File: src/sv/spiem_pkg.sv
// Shared types and constants of the SPI EEPROM command master.
package spiem_pkg;

  localparam int unsigned ADDR_WIDTH = 24;
  localparam int unsigned ADDR_BYTES = (ADDR_WIDTH + 7) / 8;
  localparam int unsigned ADDR_HDR_W = 8 * ADDR_BYTES;
  // Opcode, address bytes and one data byte.
  localparam int unsigned SH_W = 8 * (ADDR_BYTES + 2);
  localparam int unsigned CNT_W = $clog2(SH_W + 1);

  localparam logic [7:0] OP_READ = 8'h03;
  localparam logic [7:0] OP_WRITE = 8'h02;
  localparam logic [7:0] OP_RDSR = 8'h05;

  localparam logic [10:0] READ_LIMIT_RST = 11'd1024;
  localparam logic [8:0] WRITE_LIMIT_RST = 9'd256;

  localparam logic REG_READ_LIMIT = 1'b0;
  localparam logic REG_WRITE_LIMIT = 1'b1;

  typedef logic [ADDR_HDR_W-1:0] addr_ext_t;
  typedef logic [CNT_W-1:0] bit_cnt_t;

  typedef enum logic [2:0] {
    ACT_SINGLE  = 3'd0,
    ACT_RDSR    = 3'd1,
    ACT_OPEN_RD = 3'd2,
    ACT_OPEN_WR = 3'd3,
    ACT_DATA    = 3'd4,
    ACT_CLOSE   = 3'd5
  } action_e;

  typedef enum logic [1:0] {
    ST_OK   = 2'd0,
    ST_DROP = 2'd1,
    ST_BAD  = 2'd2
  } status_e;

  typedef enum logic [2:0] {
    MODE_IDLE  = 3'b001,
    MODE_READ  = 3'b010,
    MODE_WRITE = 3'b100
  } mode_e;

  typedef struct packed {
    logic [2:0]  action;
    logic [23:0] address;
    logic [7:0]  data_byte;
    logic [7:0]  miso_byte;
  } in_item_t;

  typedef struct packed {
    logic       cs_active;
    logic       clock_pulse;
    logic       mosi_bit;
    logic [7:0] rx_byte;
    logic       rx_valid;
    logic [1:0] status;
    logic       last;
  } out_item_t;

  // One classified item: either a single plain result, or a run of clock
  // bits (shifted out MSB first, the final byte received when recv is set),
  // optionally followed by a chip-select release.
  typedef struct packed {
    logic            plain;
    logic            plain_cs;
    status_e         status;
    logic            rel;
    logic            recv;
    bit_cnt_t        nbits;
    logic [SH_W-1:0] sh;
    logic [7:0]      miso;
  } job_t;

endpackage

File: src/sv/spi_eeprom_command_master.sv
// Top level of the SPI EEPROM command master: front end, item queue, back end.
// An item passes a queue entry and the back end's job register; results are registered.
// One result per cycle unless the receiver stalls; a data byte yields 8 results, the first
// data byte of a transaction 8*(ADDR_BYTES+2) = 40, single command 9, status read 17, others 1.
// Items keep arriving while the back end serializes, until the two-entry queue fills.
// Reset (async, active low) idles the transaction state and sets the limits to 1024/256.
module spi_eeprom_command_master (
  input  logic                 clk_i,
  input  logic                 rst_ni,
  input  logic                 in_valid_i,
  output logic                 in_ready_o,
  input  spiem_pkg::in_item_t  in_item_i,
  output logic                 out_valid_o,
  input  logic                 out_ready_i,
  output spiem_pkg::out_item_t out_item_o,
  input  logic                 cfg_we_i,
  input  logic                 cfg_idx_i,
  input  logic [10:0]          cfg_data_i
);

  logic            push_valid, push_ready;
  spiem_pkg::job_t push_job;
  logic            pop_valid, pop_ready;
  spiem_pkg::job_t pop_job;

  spiem_front u_front (
    .clk_i       (clk_i),
    .rst_ni      (rst_ni),
    .in_valid_i  (in_valid_i),
    .in_ready_o  (in_ready_o),
    .in_item_i   (in_item_i),
    .cfg_we_i    (cfg_we_i),
    .cfg_idx_i   (cfg_idx_i),
    .cfg_data_i  (cfg_data_i),
    .job_valid_o (push_valid),
    .job_o       (push_job),
    .job_ready_i (push_ready)
  );

  spiem_queue u_queue (
    .clk_i        (clk_i),
    .rst_ni       (rst_ni),
    .push_valid_i (push_valid),
    .push_ready_o (push_ready),
    .push_i       (push_job),
    .pop_valid_o  (pop_valid),
    .pop_ready_i  (pop_ready),
    .pop_o        (pop_job)
  );

  spiem_back u_back (
    .clk_i       (clk_i),
    .rst_ni      (rst_ni),
    .job_valid_i (pop_valid),
    .job_ready_o (pop_ready),
    .job_i       (pop_job),
    .out_valid_o (out_valid_o),
    .out_ready_i (out_ready_i),
    .out_item_o  (out_item_o)
  );

endmodule

File: src/sv/spiem_front.sv
// Front end: accepts items, keeps the transaction state and classifies each item.
module spiem_front (
  input  logic                clk_i,
  input  logic                rst_ni,
  input  logic                in_valid_i,
  output logic                in_ready_o,
  input  spiem_pkg::in_item_t in_item_i,
  input  logic                cfg_we_i,
  input  logic                cfg_idx_i,
  input  logic [10:0]         cfg_data_i,
  output logic                job_valid_o,
  output spiem_pkg::job_t     job_o,
  input  logic                job_ready_i
);

  spiem_pkg::mode_e                mode_q, mode_d;
  logic [spiem_pkg::ADDR_WIDTH-1:0] addr_q, addr_d;
  logic                             hdr_sent_q, hdr_sent_d;
  logic [10:0]                      byte_cnt_q, byte_cnt_d;
  logic [10:0]                      read_limit_q;
  logic [8:0]                       write_limit_q;
  logic                             accept;

  assign in_ready_o  = job_ready_i;
  assign job_valid_o = in_valid_i;
  assign accept      = in_valid_i & job_ready_i;

  always_comb begin
    logic [10:0] lim;
    mode_d     = mode_q;
    addr_d     = addr_q;
    hdr_sent_d = hdr_sent_q;
    byte_cnt_d = byte_cnt_q;
    lim        = (mode_q == spiem_pkg::MODE_READ) ? read_limit_q
                                                   : {2'b00, write_limit_q};

    job_o          = '0;
    job_o.plain    = 1'b1;
    job_o.plain_cs = (mode_q != spiem_pkg::MODE_IDLE) && hdr_sent_q;
    job_o.status   = spiem_pkg::ST_BAD;
    job_o.miso     = in_item_i.miso_byte;

    case (spiem_pkg::action_e'(in_item_i.action))
      spiem_pkg::ACT_SINGLE: begin
        if (mode_q == spiem_pkg::MODE_IDLE) begin
          job_o.plain                      = 1'b0;
          job_o.status                     = spiem_pkg::ST_OK;
          job_o.rel                        = 1'b1;
          job_o.nbits                      = spiem_pkg::bit_cnt_t'(8);
          job_o.sh[spiem_pkg::SH_W-1 -: 8] = in_item_i.data_byte;
        end
      end
      spiem_pkg::ACT_RDSR: begin
        if (mode_q == spiem_pkg::MODE_IDLE) begin
          job_o.plain                      = 1'b0;
          job_o.status                     = spiem_pkg::ST_OK;
          job_o.rel                        = 1'b1;
          job_o.recv                       = 1'b1;
          job_o.nbits                      = spiem_pkg::bit_cnt_t'(16);
          job_o.sh[spiem_pkg::SH_W-1 -: 8] = spiem_pkg::OP_RDSR;
        end
      end
      spiem_pkg::ACT_OPEN_RD, spiem_pkg::ACT_OPEN_WR: begin
        if (mode_q == spiem_pkg::MODE_IDLE) begin
          job_o.status = spiem_pkg::ST_OK;
          mode_d       = (in_item_i.action == spiem_pkg::ACT_OPEN_RD) ?
                         spiem_pkg::MODE_READ : spiem_pkg::MODE_WRITE;
          addr_d       = in_item_i.address[spiem_pkg::ADDR_WIDTH-1:0];
          hdr_sent_d   = 1'b0;
          byte_cnt_d   = '0;
        end
      end
      spiem_pkg::ACT_DATA: begin
        if (mode_q != spiem_pkg::MODE_IDLE) begin
          if (byte_cnt_q >= lim) begin
            job_o.status = spiem_pkg::ST_DROP;
          end else begin
            job_o.plain  = 1'b0;
            job_o.status = spiem_pkg::ST_OK;
            job_o.recv   = (mode_q == spiem_pkg::MODE_READ);
            if (!hdr_sent_q) begin
              // Opcode and address go out ahead of the first data byte.
              job_o.nbits = spiem_pkg::bit_cnt_t'(spiem_pkg::SH_W);
              job_o.sh    = {(mode_q == spiem_pkg::MODE_READ) ? spiem_pkg::OP_READ
                                                              : spiem_pkg::OP_WRITE,
                             spiem_pkg::addr_ext_t'(addr_q),
                             in_item_i.data_byte};
            end else begin
              job_o.nbits                      = spiem_pkg::bit_cnt_t'(8);
              job_o.sh[spiem_pkg::SH_W-1 -: 8] = in_item_i.data_byte;
            end
            hdr_sent_d = 1'b1;
            byte_cnt_d = byte_cnt_q + 11'd1;
          end
        end
      end
      spiem_pkg::ACT_CLOSE: begin
        if (mode_q != spiem_pkg::MODE_IDLE) begin
          job_o.plain  = 1'b0;
          job_o.status = spiem_pkg::ST_OK;
          job_o.rel    = 1'b1;
          mode_d       = spiem_pkg::MODE_IDLE;
          hdr_sent_d   = 1'b0;
          byte_cnt_d   = '0;
        end
      end
      default: ;
    endcase
  end

  always_ff @(posedge clk_i or negedge rst_ni) begin
    if (!rst_ni) begin
      mode_q     <= spiem_pkg::MODE_IDLE;
      addr_q     <= '0;
      hdr_sent_q <= 1'b0;
      byte_cnt_q <= '0;
    end else if (accept) begin
      mode_q     <= mode_d;
      addr_q     <= addr_d;
      hdr_sent_q <= hdr_sent_d;
      byte_cnt_q <= byte_cnt_d;
    end
  end

  always_ff @(posedge clk_i or negedge rst_ni) begin
    if (!rst_ni) begin
      read_limit_q  <= spiem_pkg::READ_LIMIT_RST;
      write_limit_q <= spiem_pkg::WRITE_LIMIT_RST;
    end else if (cfg_we_i) begin
      if (cfg_idx_i == spiem_pkg::REG_READ_LIMIT) begin
        read_limit_q <= cfg_data_i;
      end
      if (cfg_idx_i == spiem_pkg::REG_WRITE_LIMIT) begin
        write_limit_q <= cfg_data_i[8:0];
      end
    end
  end

endmodule

File: src/sv/spiem_queue.sv
// Two-entry queue of classified items between the front and back ends.
module spiem_queue (
  input  logic            clk_i,
  input  logic            rst_ni,
  input  logic            push_valid_i,
  output logic            push_ready_o,
  input  spiem_pkg::job_t push_i,
  output logic            pop_valid_o,
  input  logic            pop_ready_i,
  output spiem_pkg::job_t pop_o
);

  spiem_pkg::job_t mem_q [2];
  logic            wr_ptr_q, rd_ptr_q;
  logic [1:0]      cnt_q;
  logic            push, pop;

  assign push_ready_o = (cnt_q != 2'd2);
  assign pop_valid_o  = (cnt_q != 2'd0);
  assign pop_o        = mem_q[rd_ptr_q];
  assign push         = push_valid_i & push_ready_o;
  assign pop          = pop_valid_o & pop_ready_i;

  always_ff @(posedge clk_i) begin
    if (push) begin
      mem_q[wr_ptr_q] <= push_i;
    end
  end

  always_ff @(posedge clk_i or negedge rst_ni) begin
    if (!rst_ni) begin
      wr_ptr_q <= 1'b0;
      rd_ptr_q <= 1'b0;
      cnt_q    <= '0;
    end else begin
      if (push) wr_ptr_q <= ~wr_ptr_q;
      if (pop)  rd_ptr_q <= ~rd_ptr_q;
      cnt_q <= cnt_q + {1'b0, push} - {1'b0, pop};
    end
  end

  a_cnt_matches_ptrs: assert property (@(posedge clk_i) disable iff (!rst_ni)
    (cnt_q == 2'd0 || cnt_q == 2'd2) |-> (wr_ptr_q == rd_ptr_q))
    else $error("queue count disagrees with pointers");

endmodule

File: src/sv/spiem_back.sv
// Back end: plays each classified item out as serial bit results.
module spiem_back (
  input  logic                 clk_i,
  input  logic                 rst_ni,
  input  logic                 job_valid_i,
  output logic                 job_ready_o,
  input  spiem_pkg::job_t      job_i,
  output logic                 out_valid_o,
  input  logic                 out_ready_i,
  output spiem_pkg::out_item_t out_item_o
);

  logic                       busy_q;
  spiem_pkg::job_t            job_q;
  spiem_pkg::bit_cnt_t        cnt_q;
  logic [spiem_pkg::SH_W-1:0] sh_q;
  logic                       mosi_q, mosi_d;
  logic                       out_valid_q;
  spiem_pkg::out_item_t       out_q, res;
  logic                       step, done;

  assign step        = busy_q & (~out_valid_q | out_ready_i);
  assign done        = step & res.last;
  assign job_ready_o = ~busy_q | done;
  assign out_valid_o = out_valid_q;
  assign out_item_o  = out_q;

  always_comb begin
    res    = '0;
    mosi_d = mosi_q;
    if (job_q.plain) begin
      res.cs_active = job_q.plain_cs;
      res.mosi_bit  = mosi_q;
      res.status    = job_q.status;
      res.last      = 1'b1;
    end else if (cnt_q != '0) begin
      res.cs_active   = 1'b1;
      res.clock_pulse = 1'b1;
      res.last        = (cnt_q == spiem_pkg::bit_cnt_t'(1)) && !job_q.rel;
      if (job_q.recv && cnt_q <= spiem_pkg::bit_cnt_t'(8)) begin
        // Serial out holds while the device drives its byte.
        res.mosi_bit = mosi_q;
        if (cnt_q == spiem_pkg::bit_cnt_t'(1)) begin
          res.rx_valid = 1'b1;
          res.rx_byte  = job_q.miso;
        end
      end else begin
        res.mosi_bit = sh_q[spiem_pkg::SH_W-1];
        mosi_d       = sh_q[spiem_pkg::SH_W-1];
      end
    end else begin
      res.last = 1'b1;
      mosi_d   = 1'b0;
    end
  end

  always_ff @(posedge clk_i or negedge rst_ni) begin
    if (!rst_ni) begin
      busy_q      <= 1'b0;
      job_q       <= '0;
      cnt_q       <= '0;
      sh_q        <= '0;
      mosi_q      <= 1'b0;
      out_valid_q <= 1'b0;
      out_q       <= '0;
    end else begin
      if (step) begin
        out_q       <= res;
        out_valid_q <= 1'b1;
        mosi_q      <= mosi_d;
      end else if (out_ready_i) begin
        out_valid_q <= 1'b0;
      end
      if (job_ready_o) begin
        busy_q <= job_valid_i;
      end
      if (job_ready_o && job_valid_i) begin
        job_q <= job_i;
        cnt_q <= job_i.nbits;
        sh_q  <= job_i.sh;
      end else if (step && cnt_q != '0) begin
        cnt_q <= cnt_q - spiem_pkg::bit_cnt_t'(1);
        sh_q  <= sh_q << 1;
      end
    end
  end

  a_empty_job_releases: assert property (@(posedge clk_i) disable iff (!rst_ni)
    (busy_q && !job_q.plain && cnt_q == '0) |-> job_q.rel)
    else $error("clocked item ended without last result");

  a_rx_in_clock: assert property (@(posedge clk_i) disable iff (!rst_ni)
    (out_valid_q && out_q.rx_valid) |-> (out_q.clock_pulse && out_q.cs_active))
    else $error("received byte outside a clocked bit");

  a_clock_needs_cs: assert property (@(posedge clk_i) disable iff (!rst_ni)
    (out_valid_q && !out_q.cs_active) |-> !out_q.clock_pulse)
    else $error("serial clock without chip select");

  a_out_holds: assert property (@(posedge clk_i) disable iff (!rst_ni)
    (out_valid_q && !out_ready_i) |=> (out_valid_q && $stable(out_q)))
    else $error("result changed while stalled");

endmodule

File: config.mk
export PLATFORM = sky130hd
export DESIGN_NAME = spi_eeprom_command_master
export DESIGN_NICKNAME = d
export VERILOG_FILES = /design/src/sv/spiem_pkg.sv /design/src/sv/spi_eeprom_command_master.sv /design/src/sv/spiem_front.sv /design/src/sv/spiem_queue.sv /design/src/sv/spiem_back.sv
export SDC_FILE = /design/constraint.sdc
export NUM_CORES = 1
export LEC_CHECK = 0
export BUFFER_PORTS_ARGS = -buffer_cell sky130_fd_sc_hd__buf_2
export CORE_MARGIN = 4
export CORE_UTILIZATION = 54
export DETAILED_ROUTE_END_ITERATION = 8
export PLACE_DENSITY = 0.72
export REMOVE_ABC_BUFFERS = 1
export SKIP_LAST_GASP = 1
export SLEW_MARGIN = 20
export SYNTH_ARGS = -nofsm -noshare
export SYNTH_HDL_FRONTEND = slang
export SYNTH_HIERARCHICAL = 1
export SYNTH_SLANG_ARGS = --single-unit
File: constraint.sdc
create_clock -name clk_i -period 9.38 [get_ports clk_i]
set_clock_uncertainty 0.2 [all_clocks]
set_input_delay 0.938 -clock clk_i [delete_from_list [all_inputs] [get_ports clk_i]]
set_output_delay 0.938 -clock clk_i [all_outputs]
set_load 0.005 [all_outputs]
==> results by group <==
Synthesis
  – Main synth FF type: dfrtp_1
  – Gate Count Post-Synth: 785
  – Synth unique cells: 61
  – Ys async rst share: 0.540
  – Cell area after synthesis: 11,800 µm²
  – EDFF count, synth: 120
  – Flip-flop and latch count after synthesis: 261
  – Synthesized area per cell: 15.0 µm²
  – Synth Warn #: 6
  – Seq/Total Area, Yosys: 0.606

Power
  – Maximum VDD drop: 174 µV
  – Power per cell area: 320 nW/µm²
  – Leakage power: 5.52 nW
  – Total Power: 4.22 mW

Clock tree
  – Max clock buf depth: 3
  – Clock sink count: 261
  – Post_cts resized: 0
  – Root buffer cell: clkbuf_16
  – Htree depth: 1
  – CTS tree: yes
  – Clk pin slew, worst setup/hold paths: 60 ps
  – Cts bufs inserted: 27
  – Hold Buf Count CTS: 0
  – Worst-Skew Late Latency: 520 ps
  – Post-CTS Setup Bufs: 0

Worst setup path
  – Nature of the critical path startpoint: flop
  – Critical-path cell list: nor3b_2, buf_4, mux2_2, ha_1, nor2b_1, o21ai_0, a21oi_1, and2_1, nand3_1, o41ai_1
  – Crit Path Class: reg2reg
  – Slowest cell on the critical path: o41ai_1
  – CP bufs+invs: 1
  – Arrival time worst endpoint: 3740 ps
  – Worst setup EP type: flop
  – Crit path launch: u_front/mode_q[2]
  – Crit-path max cell delay: 500 ps
  – Crit-path max FO: 13
  – FF-to-FF Start: u_front/mode_q[2]
  – CP required: 9580 ps
  – Crit-path leading delay family: simple AND/OR/NAND/NOR gates

STA
  – Hold_ws: 222 ps
  – Hold Fails Final Rpt: 0
  – Highest Clock Rate: 283 MHz
  – Final min period: 3540 ps
  – Unrepaired setup endpoints after global routing: no
  – Post-route setup TNS: 0 ps
  – Final setup fails: 0
  – Period utilisation layout: 0.377
  – Max-slew violations: 0
  – Worst-margin pin slew: 963 ps
  – Final Worst Setup Slack: 5840 ps
  – Worst slew margin: 0.358

Die
  – Io pins: 77
  – Core Box Area: 21,200 µm²
  – Die X: 156 µm
  – Starting Density: 0.555
  – Rows: 53
  – Die area: 24,200 µm²
  – Die height: 156 µm

Final layout
  – Fillers: 1,554
  – Commonest non-fill, non-tap cell in the layout: mux2_2
  – Most frequent cells in the layout: mux2_2 (142), dfrtp_1 (137), edfxtp_1 (120)
  – Fin nets: 929
  – Layout cell share with drive strength beyond 1: 0.407
  – Ant. Diodes: 0
  – Non-filler cells, final: 1,149
  – Storage cell area: 7140 µm²
  – Layout area overhead: 11.8%
  – Multi-input logic area: 4290 µm²

Global routing
  – Total gr overflow: 0
  – Pin count of the biggest net entering global routing: 75
  – Vias in the first global route: 6,782
  – Initial antenna violation count: 0
  – First-pass GRT wire length: 34.0 mm
  – Gr usage total: 0.168

Place
  – Setup slack after placement: 5490 ps
  – Dpl hpwl: 12.8 mm
  – Cells after DPL: 1,099
  – I/O Buffers: 76
  – Placer Congestion: 0.869

Route
  – Vias per cell: 5.51
  – First drt pass iteration count: 4
  – WL per Instance: 17.5 µm
  – Antenna-violating nets left: 0
  – Initial DRC count: 314
  – Vias: 6,335
  – Routed wire length: 20.1 mm
  – Drc violations: 0

Outcome
  – Status: finished, final reports clean

Run
  – Max cap viols: 0

Hold path
  – Worst hold path type: in2async
==> layout make-up <==
type / instances / share of cell area
clock inverters: 12 / 0.00865
inverters: 15 / 0.00428
well taps: 275 / 0.0261
clock buffers: 38 / 0.0591
multi-input cells: 463 / 0.325
flip-flops and latches: 261 / 0.542
repair buffers: 85 / 0.0345
==> cells by family (layout without fill, tap and decap cells) <==
logic type / Yosys count / count (layout) / synth area share
AO/OA/AOI/OAI: 75 / 75 / 0.0475
XOR/XNOR: 5 / 5 / 0.00372
adder cells (fa/ha/maj): 16 / 16 / 0.0170
buffers and inverters: 63 / 150 / 0.0324
flip-flops: 261 / 261 / 0.606
multiplexers: 213 / 213 / 0.222
other: 1 / 3 / 0.000318
AND/OR/NAND/NOR: 151 / 151 / 0.0718
==> power breakdown <==
| group | internal (mW) | switching [mW] | total (mW) |
|---|---|---|---|
| registers | 1.60 | 0.193 | 1.80 |
| logic | 0.800 | 0.573 | 1.37 |
| clock network | 0.632 | 0.416 | 1.05 |
| total | 3.04 | 1.18 | 4.22 |
==> per-layer routing <==
layer,global-route usage,vias up,wire length (µm)
met3,0.0258,21,817
met4,0.0333,0,264
met2,0.303,125,10300
met5,0,-,0
li1,-,3023,-
met1,0.217,3166,8720
==> worst reg2reg max path: stages (launching register included) <==
cell     delay (ps)
dfrtp_1         470
nor3b_2         210
buf_4           260
mux2_2          390
ha_1            270
nor2b_1         110
o21ai_0         110
a21oi_1         220
and2_1          290
nand3_1         400
o41ai_1         500
==> registers in the layout, summed over array words and instances, names as in the netlist <==
signal,flops
u_back/busy_q,1
u_back/cnt_q,6
u_back/job_q,14
u_back/mosi_q,1
u_back/out_item_o,15
u_back/out_valid_o,1
u_back/sh_q,40
u_front/addr_q,24
u_front/byte_cnt_q,11
u_front/hdr_sent_q,1
u_front/mode_q,3
u_front/read_limit_q,11
u_front/write_limit_q,9
u_queue/cnt_q,2
u_queue/mem_q,120
u_queue/rd_ptr_q,1
u_queue/wr_ptr_q,1
==> path summary, 6_finish.rpt <==
path                                              end  slack [ps]  cells past startpoint
worst max-delay path            u_front/byte_cnt_q[9]        5840                     10
worst min register to register   u_back/out_item_o[3]         290                      1
min in group clk_i               u_back/out_item_o[3]         290                      1
max in group asynchronous          u_front/addr_q[16]        7360                      2
worst max register to register  u_front/byte_cnt_q[9]        5840                     10
worst min-delay path                  u_back/job_q[5]         220                      1
==> cells in the mapped netlist, types with 2 or more instances <==
cell type  count  share of area
xnor2_1        5         0.0037
mux2_4        60          0.076
nand3_1       12         0.0051
and3_1         2         0.0011
a21oi_1       15         0.0064
dfrtp_1      138           0.29
o311ai_1       3         0.0022
buf_6         11          0.011
ha_1          16          0.017
clkbuf_1      12         0.0038
mux2_2       142           0.14
buf_4         13         0.0083
nor2_1        18         0.0057
nand4_1        5         0.0027
o22a_1         2         0.0015
mux2_1         2         0.0019
dfstp_2        3         0.0067
o311ai_0       4         0.0030
o21ai_0       12         0.0051
or2_2          4         0.0021
nand2_1       34          0.011
and3_2         2         0.0013
a31oi_1        5         0.0027
nand2b_1       8         0.0042
a21o_1         4         0.0025
and2_1        32          0.017
mux2i_1        9         0.0076
buf_2         11         0.0047
nor3b_1        2         0.0013
edfxtp_1     120           0.31
nor2b_1       10         0.0053
inv_1         15         0.0048
a22o_1         9         0.0067
nor3_1        10         0.0042
o31ai_1        9         0.0057
==> metrics by stage <==
stage                     utilization  instance area (µm²)
after floorplan                     -                11500
after global placement          0.579                12300
after detailed placement        0.579                12300
after CTS                       0.621                13200
after global routing            0.621                13200
final                           0.621                13200
Power figures use the tool's default switching activity.
